**config.mk**
```make
export PLATFORM = sky130hd
export DESIGN_NAME = flpte_walk
export DESIGN_NICKNAME = d
export VERILOG_FILES = /design/src/sv/flpte_pkg.sv /design/src/sv/flpte_walk.sv
export SDC_FILE = /design/constraint.sdc
export NUM_CORES = 1
export LEC_CHECK = 0
export ABC_AREA = 1
export BUFFER_PORTS_ARGS = -buffer_cell sky130_fd_sc_hd__buf_2
export CAP_MARGIN = 10
export CORE_ASPECT_RATIO = 2
export CORE_MARGIN = 5
export CORE_UTILIZATION = 49
export DETAILED_ROUTE_END_ITERATION = 12
export GPL_TIMING_DRIVEN = 0
export PLACE_DENSITY_LB_ADDON = 0.08
export SYNTH_ARGS = -nofsm -noshare
export SYNTH_HDL_FRONTEND = slang
export SYNTH_SLANG_ARGS = --single-unit
```
**constraint.sdc**
```tcl
create_clock -name clk -period 10.7 [get_ports clk]
set_input_delay 1.605 -clock clk [delete_from_list [all_inputs] [get_ports clk]]
set_output_delay 1.605 -clock clk [all_outputs]
set_load 0.1 [all_outputs]
```
**src/sv/flpte_pkg.sv**
```systemverilog
// ----------------------------------------------------------------------------
// flpte_pkg
// shared codes, entry bit positions and the memory control bundle
// ----------------------------------------------------------------------------
package flpte_pkg;

  localparam int unsigned ENT_W    = 64;
  localparam int unsigned PADDR_W  = 52;
  localparam int unsigned VADDR_W  = 48;
  localparam int unsigned FRAME_W  = 40;
  localparam int unsigned IDX_W    = 9;
  localparam int unsigned FLAGS_W  = 64;

  localparam logic [1:0] REQ_CREATE = 2'd0;
  localparam logic [1:0] REQ_MAP    = 2'd1;
  localparam logic [1:0] REQ_UNMAP  = 2'd2;
  localparam logic [1:0] REQ_XLATE  = 2'd3;

  localparam logic [1:0] ST_OK       = 2'd0;
  localparam logic [1:0] ST_UNMAPPED = 2'd1;
  localparam logic [1:0] ST_NOPAGE   = 2'd2;
  localparam logic [1:0] ST_OUTSIDE  = 2'd3;

  localparam int unsigned BIT_PRESENT  = 0;
  localparam int unsigned BIT_WRITABLE = 1;
  localparam int unsigned BIT_USER     = 2;
  localparam int unsigned BIT_HUGE     = 7;

  localparam logic [FRAME_W-1:0] BASE_RST = 40'h0_0000_0100;

  typedef struct packed {
    logic rd;
    logic wr;
  } mem_ctl_t;

endpackage

```
**src/sv/flpte_walk.sv**
```systemverilog
// ----------------------------------------------------------------------------
// flpte_walk
// request sequencer: table walk, page allocation, entry writes, results
// ----------------------------------------------------------------------------
module flpte_walk #(
  parameter int unsigned TABLE_PAGES = 64,
  parameter int unsigned PW          = 6,
  parameter int unsigned AW          = 15
) (
  input  logic                              clk,
  input  logic                              rst_n,
  input  logic                              start,
  output logic                              busy,
  input  logic [1:0]                        in_req_type,
  input  logic [flpte_pkg::PADDR_W-1:0]     in_root_addr,
  input  logic [flpte_pkg::VADDR_W-1:0]     in_virt_addr,
  input  logic [flpte_pkg::PADDR_W-1:0]     in_phys_addr,
  input  logic [flpte_pkg::FLAGS_W-1:0]     in_entry_flags,
  input  logic [flpte_pkg::FRAME_W-1:0]     base_i,
  output flpte_pkg::mem_ctl_t               mem_ctl,
  output logic [AW-1:0]                     mem_addr,
  output logic [flpte_pkg::ENT_W-1:0]       mem_wdata,
  input  logic [flpte_pkg::ENT_W-1:0]       mem_rdata,
  output logic                              out_valid,
  output logic [flpte_pkg::PADDR_W-1:0]     out_addr,
  output logic [1:0]                        out_status
);

  localparam int unsigned DEPTH = TABLE_PAGES * 512;
  localparam int unsigned FW    = flpte_pkg::FRAME_W;
  localparam int unsigned IW    = flpte_pkg::IDX_W;
  localparam logic [AW-1:0] LAST_ADDR = AW'(DEPTH - 1);
  localparam logic [IW-1:0] LAST_IDX  = {IW{1'b1}};
  localparam logic [PW:0]   PAGES_N   = (PW+1)'(TABLE_PAGES);
  localparam logic [PW+1:0] PAGES_W   = (PW+2)'(TABLE_PAGES);
  localparam logic [FW-1:0] POOL_N    = FW'(TABLE_PAGES);

  localparam logic [3:0] S_CLEAR = 4'd0;
  localparam logic [3:0] S_IDLE  = 4'd1;
  localparam logic [3:0] S_RD    = 4'd2;
  localparam logic [3:0] S_CHK   = 4'd3;
  localparam logic [3:0] S_ALLOC = 4'd4;
  localparam logic [3:0] S_ZERO  = 4'd5;
  localparam logic [3:0] S_POST  = 4'd6;
  localparam logic [3:0] S_LEAF  = 4'd7;
  localparam logic [3:0] S_UNMAP = 4'd8;

  logic [3:0]                     state_r, state_nxt;
  logic [AW-1:0]                  cnt_r, cnt_nxt;
  logic [1:0]                     lv_r, lv_nxt;
  logic [PW-1:0]                  cur_r, cur_nxt;
  logic [PW-1:0]                  alloc_r, alloc_nxt;
  logic [PW:0]                    nfree_r, nfree_nxt;
  logic                           dirty_r, dirty_nxt;
  logic [1:0]                     req_r, req_nxt;
  logic [flpte_pkg::VADDR_W-1:0]  va_r, va_nxt;
  logic [FW-1:0]                  pa_r, pa_nxt;
  logic [flpte_pkg::FLAGS_W-1:0]  flags_r, flags_nxt;
  logic                           out_valid_r, out_valid_nxt;
  logic [flpte_pkg::PADDR_W-1:0]  out_addr_r, out_addr_nxt;
  logic [1:0]                     out_status_r, out_status_nxt;

  logic [IW-1:0]                  idx;
  logic [FW-1:0]                  root_off;
  logic [FW-1:0]                  e_off;
  logic                           root_hit;
  logic                           e_hit;
  logic                           e_present;
  logic [FW-1:0]                  alloc_addr;
  logic [PW+1:0]                  need_sum;

  always_comb begin
    case (lv_r)
      2'd0:    idx = va_r[47:39];
      2'd1:    idx = va_r[38:30];
      2'd2:    idx = va_r[29:21];
      default: idx = va_r[20:12];
    endcase
  end

  assign root_off   = in_root_addr[51:12] - base_i;
  assign root_hit   = root_off < POOL_N;
  assign e_off      = mem_rdata[51:12] - base_i;
  assign e_hit      = e_off < POOL_N;
  assign e_present  = mem_rdata[flpte_pkg::BIT_PRESENT];
  assign alloc_addr = base_i + FW'(alloc_r);
  assign need_sum   = {1'b0, nfree_r} + (PW+2)'(2'd3 - lv_r);

  always_comb begin
    state_nxt      = state_r;
    cnt_nxt        = cnt_r;
    lv_nxt         = lv_r;
    cur_nxt        = cur_r;
    alloc_nxt      = alloc_r;
    nfree_nxt      = nfree_r;
    dirty_nxt      = dirty_r;
    req_nxt        = req_r;
    va_nxt         = va_r;
    pa_nxt         = pa_r;
    flags_nxt      = flags_r;
    out_valid_nxt  = 1'b0;
    out_addr_nxt   = out_addr_r;
    out_status_nxt = out_status_r;
    mem_ctl        = '0;
    mem_addr       = {cur_r, idx};
    mem_wdata      = '0;

    case (state_r)
      S_CLEAR: begin
        mem_ctl.wr = 1'b1;
        mem_addr   = cnt_r;
        cnt_nxt    = cnt_r + 1'b1;
        if (cnt_r == LAST_ADDR) begin
          state_nxt = S_IDLE;
        end
      end
      S_IDLE: begin
        if (start) begin
          req_nxt   = in_req_type;
          va_nxt    = in_virt_addr;
          pa_nxt    = in_phys_addr[51:12];
          flags_nxt = in_entry_flags;
          lv_nxt    = 2'd0;
          cur_nxt   = root_off[PW-1:0];
          if (in_req_type == flpte_pkg::REQ_CREATE) begin
            if (nfree_r == PAGES_N) begin
              out_valid_nxt  = 1'b1;
              out_addr_nxt   = '0;
              out_status_nxt = flpte_pkg::ST_NOPAGE;
            end else begin
              state_nxt = S_ALLOC;
            end
          end else if (!root_hit) begin
            out_valid_nxt  = 1'b1;
            out_addr_nxt   = '0;
            out_status_nxt = flpte_pkg::ST_OUTSIDE;
          end else begin
            state_nxt = S_RD;
          end
        end
      end
      S_RD: begin
        mem_ctl.rd = 1'b1;
        state_nxt  = S_CHK;
      end
      S_CHK: begin
        if (req_r == flpte_pkg::REQ_MAP) begin
          if (!e_present) begin
            if (need_sum > PAGES_W) begin
              state_nxt      = S_IDLE;
              out_valid_nxt  = 1'b1;
              out_addr_nxt   = '0;
              out_status_nxt = flpte_pkg::ST_NOPAGE;
            end else begin
              state_nxt = S_ALLOC;
            end
          end else if (!e_hit) begin
            state_nxt      = S_IDLE;
            out_valid_nxt  = 1'b1;
            out_addr_nxt   = '0;
            out_status_nxt = flpte_pkg::ST_OUTSIDE;
          end else begin
            cur_nxt   = e_off[PW-1:0];
            lv_nxt    = lv_r + 2'd1;
            state_nxt = (lv_r == 2'd2) ? S_LEAF : S_RD;
          end
        end else if (lv_r == 2'd3) begin
          state_nxt     = S_IDLE;
          out_valid_nxt = 1'b1;
          if (e_present) begin
            out_addr_nxt   = {mem_rdata[51:12], va_r[11:0]};
            out_status_nxt = flpte_pkg::ST_OK;
          end else begin
            out_addr_nxt   = '0;
            out_status_nxt = flpte_pkg::ST_UNMAPPED;
          end
        end else if (!e_present) begin
          state_nxt      = S_IDLE;
          out_valid_nxt  = 1'b1;
          out_addr_nxt   = '0;
          out_status_nxt = flpte_pkg::ST_UNMAPPED;
        end else if (req_r == flpte_pkg::REQ_XLATE && lv_r == 2'd2 &&
                     mem_rdata[flpte_pkg::BIT_HUGE]) begin
          state_nxt      = S_IDLE;
          out_valid_nxt  = 1'b1;
          out_addr_nxt   = {mem_rdata[51:21], va_r[20:0]};
          out_status_nxt = flpte_pkg::ST_OK;
        end else if (!e_hit) begin
          state_nxt      = S_IDLE;
          out_valid_nxt  = 1'b1;
          out_addr_nxt   = '0;
          out_status_nxt = flpte_pkg::ST_OUTSIDE;
        end else begin
          cur_nxt = e_off[PW-1:0];
          lv_nxt  = lv_r + 2'd1;
          if (lv_r == 2'd2 && req_r == flpte_pkg::REQ_UNMAP) begin
            state_nxt = S_UNMAP;
          end else begin
            state_nxt = S_RD;
          end
        end
      end
      S_ALLOC: begin
        alloc_nxt = nfree_r[PW-1:0];
        nfree_nxt = nfree_r + 1'b1;
        cnt_nxt   = '0;
        state_nxt = dirty_r ? S_ZERO : S_POST;
      end
      S_ZERO: begin
        mem_ctl.wr = 1'b1;
        mem_addr   = {alloc_r, cnt_r[IW-1:0]};
        cnt_nxt    = cnt_r + 1'b1;
        if (cnt_r[IW-1:0] == LAST_IDX) begin
          state_nxt = S_POST;
        end
      end
      S_POST: begin
        if (req_r == flpte_pkg::REQ_CREATE) begin
          state_nxt      = S_IDLE;
          out_valid_nxt  = 1'b1;
          out_addr_nxt   = {alloc_addr, 12'h000};
          out_status_nxt = flpte_pkg::ST_OK;
        end else begin
          mem_ctl.wr = 1'b1;
          mem_wdata  = {12'h000, alloc_addr, 12'h000};
          mem_wdata[flpte_pkg::BIT_PRESENT]  = 1'b1;
          mem_wdata[flpte_pkg::BIT_WRITABLE] = 1'b1;
          mem_wdata[flpte_pkg::BIT_USER]     = flags_r[flpte_pkg::BIT_USER];
          if ({1'b0, cur_r} >= nfree_r) begin
            dirty_nxt = 1'b1;
          end
          cur_nxt   = alloc_r;
          lv_nxt    = lv_r + 2'd1;
          state_nxt = (lv_r == 2'd2) ? S_LEAF : S_ALLOC;
        end
      end
      S_LEAF: begin
        mem_ctl.wr = 1'b1;
        mem_wdata  = {12'h000, pa_r, 12'h000} | flags_r;
        mem_wdata[flpte_pkg::BIT_PRESENT] = 1'b1;
        if ({1'b0, cur_r} >= nfree_r) begin
          dirty_nxt = 1'b1;
        end
        state_nxt      = S_IDLE;
        out_valid_nxt  = 1'b1;
        out_addr_nxt   = '0;
        out_status_nxt = flpte_pkg::ST_OK;
      end
      S_UNMAP: begin
        mem_ctl.wr     = 1'b1;
        state_nxt      = S_IDLE;
        out_valid_nxt  = 1'b1;
        out_addr_nxt   = '0;
        out_status_nxt = flpte_pkg::ST_OK;
      end
      default: begin
        state_nxt = S_IDLE;
      end
    endcase
  end

  always_ff @(posedge clk) begin
    if (!rst_n) begin
      state_r     <= S_CLEAR;
      cnt_r       <= '0;
      nfree_r     <= '0;
      dirty_r     <= 1'b0;
      out_valid_r <= 1'b0;
    end else begin
      state_r     <= state_nxt;
      cnt_r       <= cnt_nxt;
      nfree_r     <= nfree_nxt;
      dirty_r     <= dirty_nxt;
      out_valid_r <= out_valid_nxt;
    end
  end

  always_ff @(posedge clk) begin
    lv_r         <= lv_nxt;
    cur_r        <= cur_nxt;
    alloc_r      <= alloc_nxt;
    req_r        <= req_nxt;
    va_r         <= va_nxt;
    pa_r         <= pa_nxt;
    flags_r      <= flags_nxt;
    out_addr_r   <= out_addr_nxt;
    out_status_r <= out_status_nxt;
  end

  assign busy       = (state_r != S_IDLE) || !rst_n;
  assign out_valid  = out_valid_r;
  assign out_addr   = out_addr_r;
  assign out_status = out_status_r;

  a_nfree_bound: assert property (@(posedge clk) disable iff (!rst_n)
    nfree_r <= PAGES_N)
    else $error("page allocator beyond pool");

  a_nfree_step: assert property (@(posedge clk) disable iff (!rst_n)
    ($past(rst_n) && nfree_r != $past(nfree_r)) |-> nfree_r == $past(nfree_r) + 1'b1)
    else $error("page allocator moved by more than one");

  a_idle_no_write: assert property (@(posedge clk) disable iff (!rst_n)
    (state_r == S_IDLE) |-> !mem_ctl.wr)
    else $error("table write while idle");

  a_result_at_idle: assert property (@(posedge clk) disable iff (!rst_n)
    out_valid_r |-> (state_r == S_IDLE))
    else $error("result strobe while request in flight");

  a_fail_zero_addr: assert property (@(posedge clk) disable iff (!rst_n)
    (out_valid_r && out_status_r != flpte_pkg::ST_OK) |-> (out_addr_r == '0))
    else $error("failed request returned an address");

endmodule
```
==> impl_metrics.json, run 1 <==
{
  "dp_hpwl_um": 72300,
  "switching_share": 0.311,
  "finalMaxSlewViolations": 0,
  "htree_num_levels": 1,
  "drtIter0Drc": 1572,
  "synth_top_area_frac": 0.350,
  "die_h_um": 288,
  "synth_seq_area_share": 0.380,
  "cp_data_required_time_ns": 9.10,
  "synth.avg_cell_area_um2": 6.97,
  "cp_max_fo": 5,
  "dp_cells": 3655,
  "path_clk_slew_ns": 0.07,
  "cts-root-buf": "clkbuf_16",
  "first_global_vias": 20600,
  "synthToLayoutAreaGrowth_pct": 18.5,
  "tightest_slew_ns": 1.15,
  "p_per_area_nw_per_um2": 104,
  "cp-end-kind": "output pin",
  "setup_viol": 0,
  "ant_nets": 0,
  "combPwrFrac": 0.226,
  "cts_tree": "built",
  "switching_power_uw": 729,
  "final_cells": 3703,
  "synth_most_common_cell": "nand2_1",
  "leakage_uw": 0.0110,
  "synthFlopType": "edfxtp_1",
  "cts_setup_buffers": 0,
  "place.gp.congestion": 1.13,
  "drc_errors": 0,
  "syn-cell-area_um2": 18900,
  "synth_nets": 3145,
  "status": "finished clean",
  "clock_skew_ns": 0.0229,
  "yosysWarnings": 0,
  "synth_seq_cells": 249,
  "wirelength_um": 85100,
  "cts_buffers": 21,
  "synthTopCellsByCount": "nand2_1 (905), inv_1 (414), nor2_1 (269)",
  "synth_area_leaders": "edfxtp_1 (35%), nand2_1 (18%), inv_1 (8.2%)",
  "min_path_type": "flop to flop",
  "synth-edff-count": 221,
  "postCtsHoldBufs": 0,
  "initial_core_util": 0.491,
  "rsz0062_at_grt": "false",
  "viasPerCell": 5.57,
  "placed_area_um2": 21800,
  "critical_path_class": "input port to output pin",
  "design_area_um2": 22400,
  "synth_top_cell_by_area": "edfxtp_1",
  "ys_async_sr_fraction": 0,
  "max_freq_ghz": 0.151,
  "die_area_um2": 42900,
  "startpoint_type": "input port",
  "min_period_ns": 6.61,
  "first_pass_iters": 6,
  "vias": 20600,
  "cts.sinks": 249,
  "grt_use_total": 0.381,
  "clock_latency_ns": 0.54,
  "cp.arrival_ns": 5.00,
  "cts.repair.resized": 0,
  "fin_nets": 3587,
  "grt_max_degree": 37,
  "fillerInstances": 3801,
  "io_pins": 462,
  "cts_max_path_buffers": 3,
  "gr-total-overflow": 0,
  "grt_antenna_before_repair": 10,
  "die_x_um": 149,
  "core-area_um2": 38500,
  "rows": 102,
  "wire_per_inst_um": 23.0,
  "synth_cell_types": 52,
  "pwr-share-seq": 0.450,
  "grt_pass1_wl_um": 121000,
  "post-route-period-util": 0.617,
  "ir_drop_mv": 0.225,
  "pwr-share-clk": 0.324,
  "fin_tns_setup_ns": 0,
  "hold_viol_final": 0,
  "p_int_uw": 1610,
  "max_slew_margin": 0.233,
  "netlist_instances": 2716,
  "total_power_uw": 2340,
  "drv_cap": 0,
  "layout-drive-gt1-share": 0.154,
  "portBuffers": 414
}
[final timing paths]
| check | to | cells past startpoint | startpoint | slack [ns] |
|---|---|---|---|---|
| max | mem_wdata[50] | 19 | base_i[0] | 4.09 |
| min | alloc_r[2]$_DFFE_PP_ | 0 | nfree_r[2]$_SDFFE_PN0P_ | 0.44 |
| max reg2reg | out_addr[42]$_DFFE_PP_ | 13 | lv_r[0]$_SDFFCE_PP0P_ | 7.19 |
| min reg2reg | alloc_r[2]$_DFFE_PP_ | 0 | nfree_r[2]$_SDFFE_PN0P_ | 0.44 |
[routing by layer]
| layer | track usage | part of all wire |
|---|---|---|
| met5 | 0 | 0.00015 |
| met4 | 0.335 | 0.11 |
| met3 | 0.0680 | 0.075 |
| met2 | 0.693 | 0.51 |
| met1 | 0.357 | 0.30 |
[worst max-delay path, stage by stage]
cell and delay, ns:
buf_2 0.15, ha_1 0.20, fa_1 0.22, nand3_1 0.08
nand2_1 0.19, a21oi_1 0.13, nor2_1 0.14, inv_1 0.06
nor2_1 0.16, inv_2 0.08, nor2_4 0.16, nand2_1 0.11
nor2_2 0.23, nand4_1 0.23, inv_1 0.15, nand3_1 0.16
a21oi_1 0.32, o21bai_1 0.16, buf_2 0.45
[cells in the final DEF, fill, tap and decap left out, types with 4 or more instances in the layout]
cell type | synthesis | routed
a21o_1 | 5 | 5
a21oi_1 | 124 | 124
a221oi_1 | 13 | 13
buf_1 | 5 | 5
buf_12 | 0 | 5
buf_2 | 0 | 414
buf_6 | 4 | 4
clkbuf_1 | 39 | 42
clkbuf_16 | 0 | 21
clkinv_1 | 4 | 7
clkinv_2 | 0 | 4
dfxtp_1 | 28 | 28
diode_2 | 0 | 11
edfxtp_1 | 221 | 221
fa_1 | 4 | 4
ha_1 | 100 | 100
inv_1 | 414 | 413
inv_2 | 6 | 7
nand2_1 | 905 | 905
nand2_2 | 4 | 4
nand3_1 | 148 | 148
nand3b_1 | 15 | 15
nand4_1 | 43 | 43
nor2_1 | 269 | 268
nor2_2 | 6 | 6
nor3_1 | 43 | 43
nor4_1 | 9 | 9
o211ai_1 | 31 | 31
o21a_1 | 5 | 5
o21ai_0 | 142 | 142
o21ai_1 | 21 | 21
o21bai_1 | 10 | 10
o221ai_1 | 4 | 4
o31ai_1 | 10 | 10
or2_2 | 7 | 7
xnor2_1 | 8 | 8
xor2_1 | 39 | 39
[sequential cells by signal, indices dropped and copies added (netlist names), 4 cells and up]
register  flops
cnt_r        15
va_r         48
alloc_r       6
out_addr     52
nfree_r       7
cur_r         6
flags_r      63
state_r       4
pa_r         40
[kinds of logic (layout without fill, tap and decap cells)]
family,after synthesis,after routing,share of synthesized area
simple gates,1457,1457,0.315
buf+inv,474,930,0.0960
compound gates,385,385,0.117
flops,249,249,0.380
fa+ha+maj,104,104,0.0703
xor+xnor,47,47,0.0217
other cells,0,11,0
[stage by stage]
| step | utilization | setup slack [ns] | hold WS, ns |
|---|---|---|---|
| 2_1_floorplan | - | 2.09 | 0.406 |
| 3_3_place_gp | 0.562 | -0.0764 | 0.416 |
| 3_5_place_dp | 0.565 | 4.18 | 0.415 |
| 4_1_cts | 0.581 | 4.16 | 0.431 |
| 5_1_grt | 0.582 | 3.88 | 0.434 |
| 6_report | 0.582 | 4.09 | 0.439 |
[power by group through the flow]
stage	sequential, uW	combinational [uW]	clock [uW]
floorplan	1080	315	0
global placement	1080	515	0
detailed placement	1080	519	0
CTS	1050	522	760
global route	1050	581	795
finish	1050	531	759
[area by class of cell]
class | instances | area (um2) | share of cell area
Antenna cell | 11 | 27.5 | 0.00123
Buffer | 49 | 218 | 0.00970
Clock buffer | 24 | 537 | 0.0239
Clock inverter | 13 | 104 | 0.00463
Inverter | 425 | 1600 | 0.0713
Multi-Input combinational cell | 1993 | 9930 | 0.443
Sequential cell | 249 | 7200 | 0.321
Tap cell | 520 | 651 | 0.0290
Timing Repair Buffer | 419 | 2170 | 0.0968
(Power assumes the default switching activity.)
==> run 2, diff against run 1 <==
==> constraint.sdc (replaced) <==
create_clock -name clk -period 6.7 [get_ports clk]
set_input_delay 1.005 -clock clk [delete_from_list [all_inputs] [get_ports clk]]
set_output_delay 1.005 -clock clk [all_outputs]
set_load 0.1 [all_outputs]
==> impl_metrics.json, run 2 (synthesized netlist as in run 1, its figures left out) <==
{
  "postCtsHoldBufs": 0,
  "multi_input_area_um2": 9930,
  "cts_setup_buffers": 0,
  "cp.arrival_ns": 4.43,
  "worstPathCellList": "buf_2 -> ha_1 -> fa_1 -> nand3_1 -> nand2_1 -> a21oi_1 -> nor2_1 -> inv_1 -> nor2_1 -> inv_2 -> nor2_4 -> nand2_1 -> nor2_2 -> nand4_1 -> inv_1 -> nand3_1 -> a21oi_1 -> o21bai_1 -> buf_2",
  "wirelength_um": 85700,
  "p_per_area_nw_per_um2": 170,
  "portBuffers": 414,
  "largest_reg_flops": 63,
  "cp-end-kind": "output pin",
  "clock_latency_ns": 0.53,
  "largest-register": "flags_r",
  "cts.sinks": 249,
  "min_period_ns": 5.43,
  "startpoint_type": "input port",
  "path_buf_inv": 5,
  "status": "finished clean",
  "hold_viol_final": 0,
  "fin_nets": 3587,
  "cts_tree": "built",
  "rsz0062_at_grt": "false",
  "finalMaxSlewViolations": 0,
  "cp_top_family": "simple AND/OR/NAND/NOR gates",
  "cts_buffers": 21,
  "dp_hpwl_um": 73500,
  "viasPerCell": 5.60,
  "min_path_type": "flop to flop",
  "die_x_um": 149,
  "post-route-period-util": 0.811,
  "final_cells": 3697,
  "synthToLayoutAreaGrowth_pct": 18.7,
  "utilization": 0.583,
  "cp_max_fo": 5,
  "place.gp.congestion": 1.08,
  "drv_cap": 0,
  "drtIter0Drc": 1719,
  "initial_core_util": 0.491,
  "htree_num_levels": 1,
  "rows": 102,
  "grt_max_degree": 40,
  "cts.repair.resized": 0,
  "wire_per_inst_um": 23.2,
  "first_pass_iters": 9,
  "cpPeakStageDelay_ns": 0.47,
  "tightest_slew_ns": 1.10,
  "dp_cells": 3655,
  "io_pins": 462,
  "ir_drop_mv": 0.254,
  "max_freq_ghz": 0.184,
  "slowest_stage": "buf_2",
  "leakage_uw": 0.0111,
  "drc_errors": 0,
  "grt_use_total": 0.386,
  "path_clk_slew_ns": 0.08,
  "regArea_um2": 7200,
  "first_global_vias": 20600,
  "cp_data_required_time_ns": 5.69,
  "clock_skew_ns": 0.0133,
  "vias": 20700,
  "critical_path_class": "input port to output pin",
  "gr-total-overflow": 0,
  "grt_pass1_wl_um": 122000,
  "ant_nets": 0,
  "max_slew_margin": 0.262,
  "core-area_um2": 38500,
  "die_area_um2": 42900,
  "setup_viol": 0,
  "grt_antenna_before_repair": 12,
  "layout-drive-gt1-share": 0.156,
  "die_h_um": 288,
  "cts_max_path_buffers": 3,
  "layout_commonest_cell": "nand2_1",
  "cts-root-buf": "clkbuf_16",
  "final_cell_mix": "nand2_1 (905), buf_2 (414), inv_1 (413), nor2_1 (268), edfxtp_1 (221)",
  "fillerInstances": 3820
}
## run 2: changes by cell type in the layout (fill, tap and decap cells not counted), sizes merged
cell | previous run | this run
bufinv | 1 | 2
clkbuf | 63 | 62
clkinv | 14 | 11
clkinvlp | 1 | 2
diode | 11 | 4
inv | 422 | 425
## run 2: routing by layer
metal  part of all wire  wire (um)  GRT usage
met1               0.30      25800      0.355
met2               0.50      43000      0.699
met3              0.074       6300     0.0709
met4               0.12      10500      0.356
met5            0.00060         51          0
## run 2: layout make-up
class | instances | share of cell area
Tap cell | 520 | 0.0289
Clock inverter | 15 | 0.00696
Inverter | 425 | 0.0712
Buffer | 49 | 0.00968
Multi-Input combinational cell | 1993 | 0.442
Clock buffer | 23 | 0.0242
Antenna cell | 4 | 0.000445
Sequential cell | 249 | 0.320
Timing Repair Buffer | 419 | 0.0966
## run 2: final timing paths
kind | start | slack [ns] | to | cells after the start
worst max-delay path | base_i[0] | 1.27 | mem_wdata[50] | 19
worst max register to register | lv_r[0]$_SDFFCE_PP0P_ | 3.16 | out_addr[42]$_DFFE_PP_ | 13
worst min-delay path | nfree_r[2]$_SDFFE_PN0P_ | 0.44 | alloc_r[2]$_DFFE_PP_ | 0
worst min register to register | nfree_r[2]$_SDFFE_PN0P_ | 0.44 | alloc_r[2]$_DFFE_PP_ | 0
## run 2: power by group
group / total [uW] / internal (uW) / switching [uW]
combinational: 853 / 275 / 578
clock: 1280 / 680 / 602
sequential: 1680 / 1680 / 1.76
total: 3820 / 2640 / 1180
## run 2: per-stage QoR
stage	setup TNS (ns)	hold slack [ns]	total power (uW)	worst slack, ns	area (um2)
after floorplan	0	0.406	2220	0.782	18900
after global placement	-21.33	0.415	2540	-0.155	21700
after detailed placement	0	0.416	2550	0.895	21800
after CTS	0	0.433	3810	1.32	22500
after global routing	0	0.464	3970	1.07	22500
final	0	0.435	3820	1.27	22500
## run 2: worst reg2reg max path: cells and delay by family (launching register included)
family / cells / cell delay, ns
simple gates: 6 / 0.54
flops: 1 / 0.41
fa+ha+maj: 2 / 0.78
buf+inv: 3 / 0.65
compound gates: 2 / 0.86
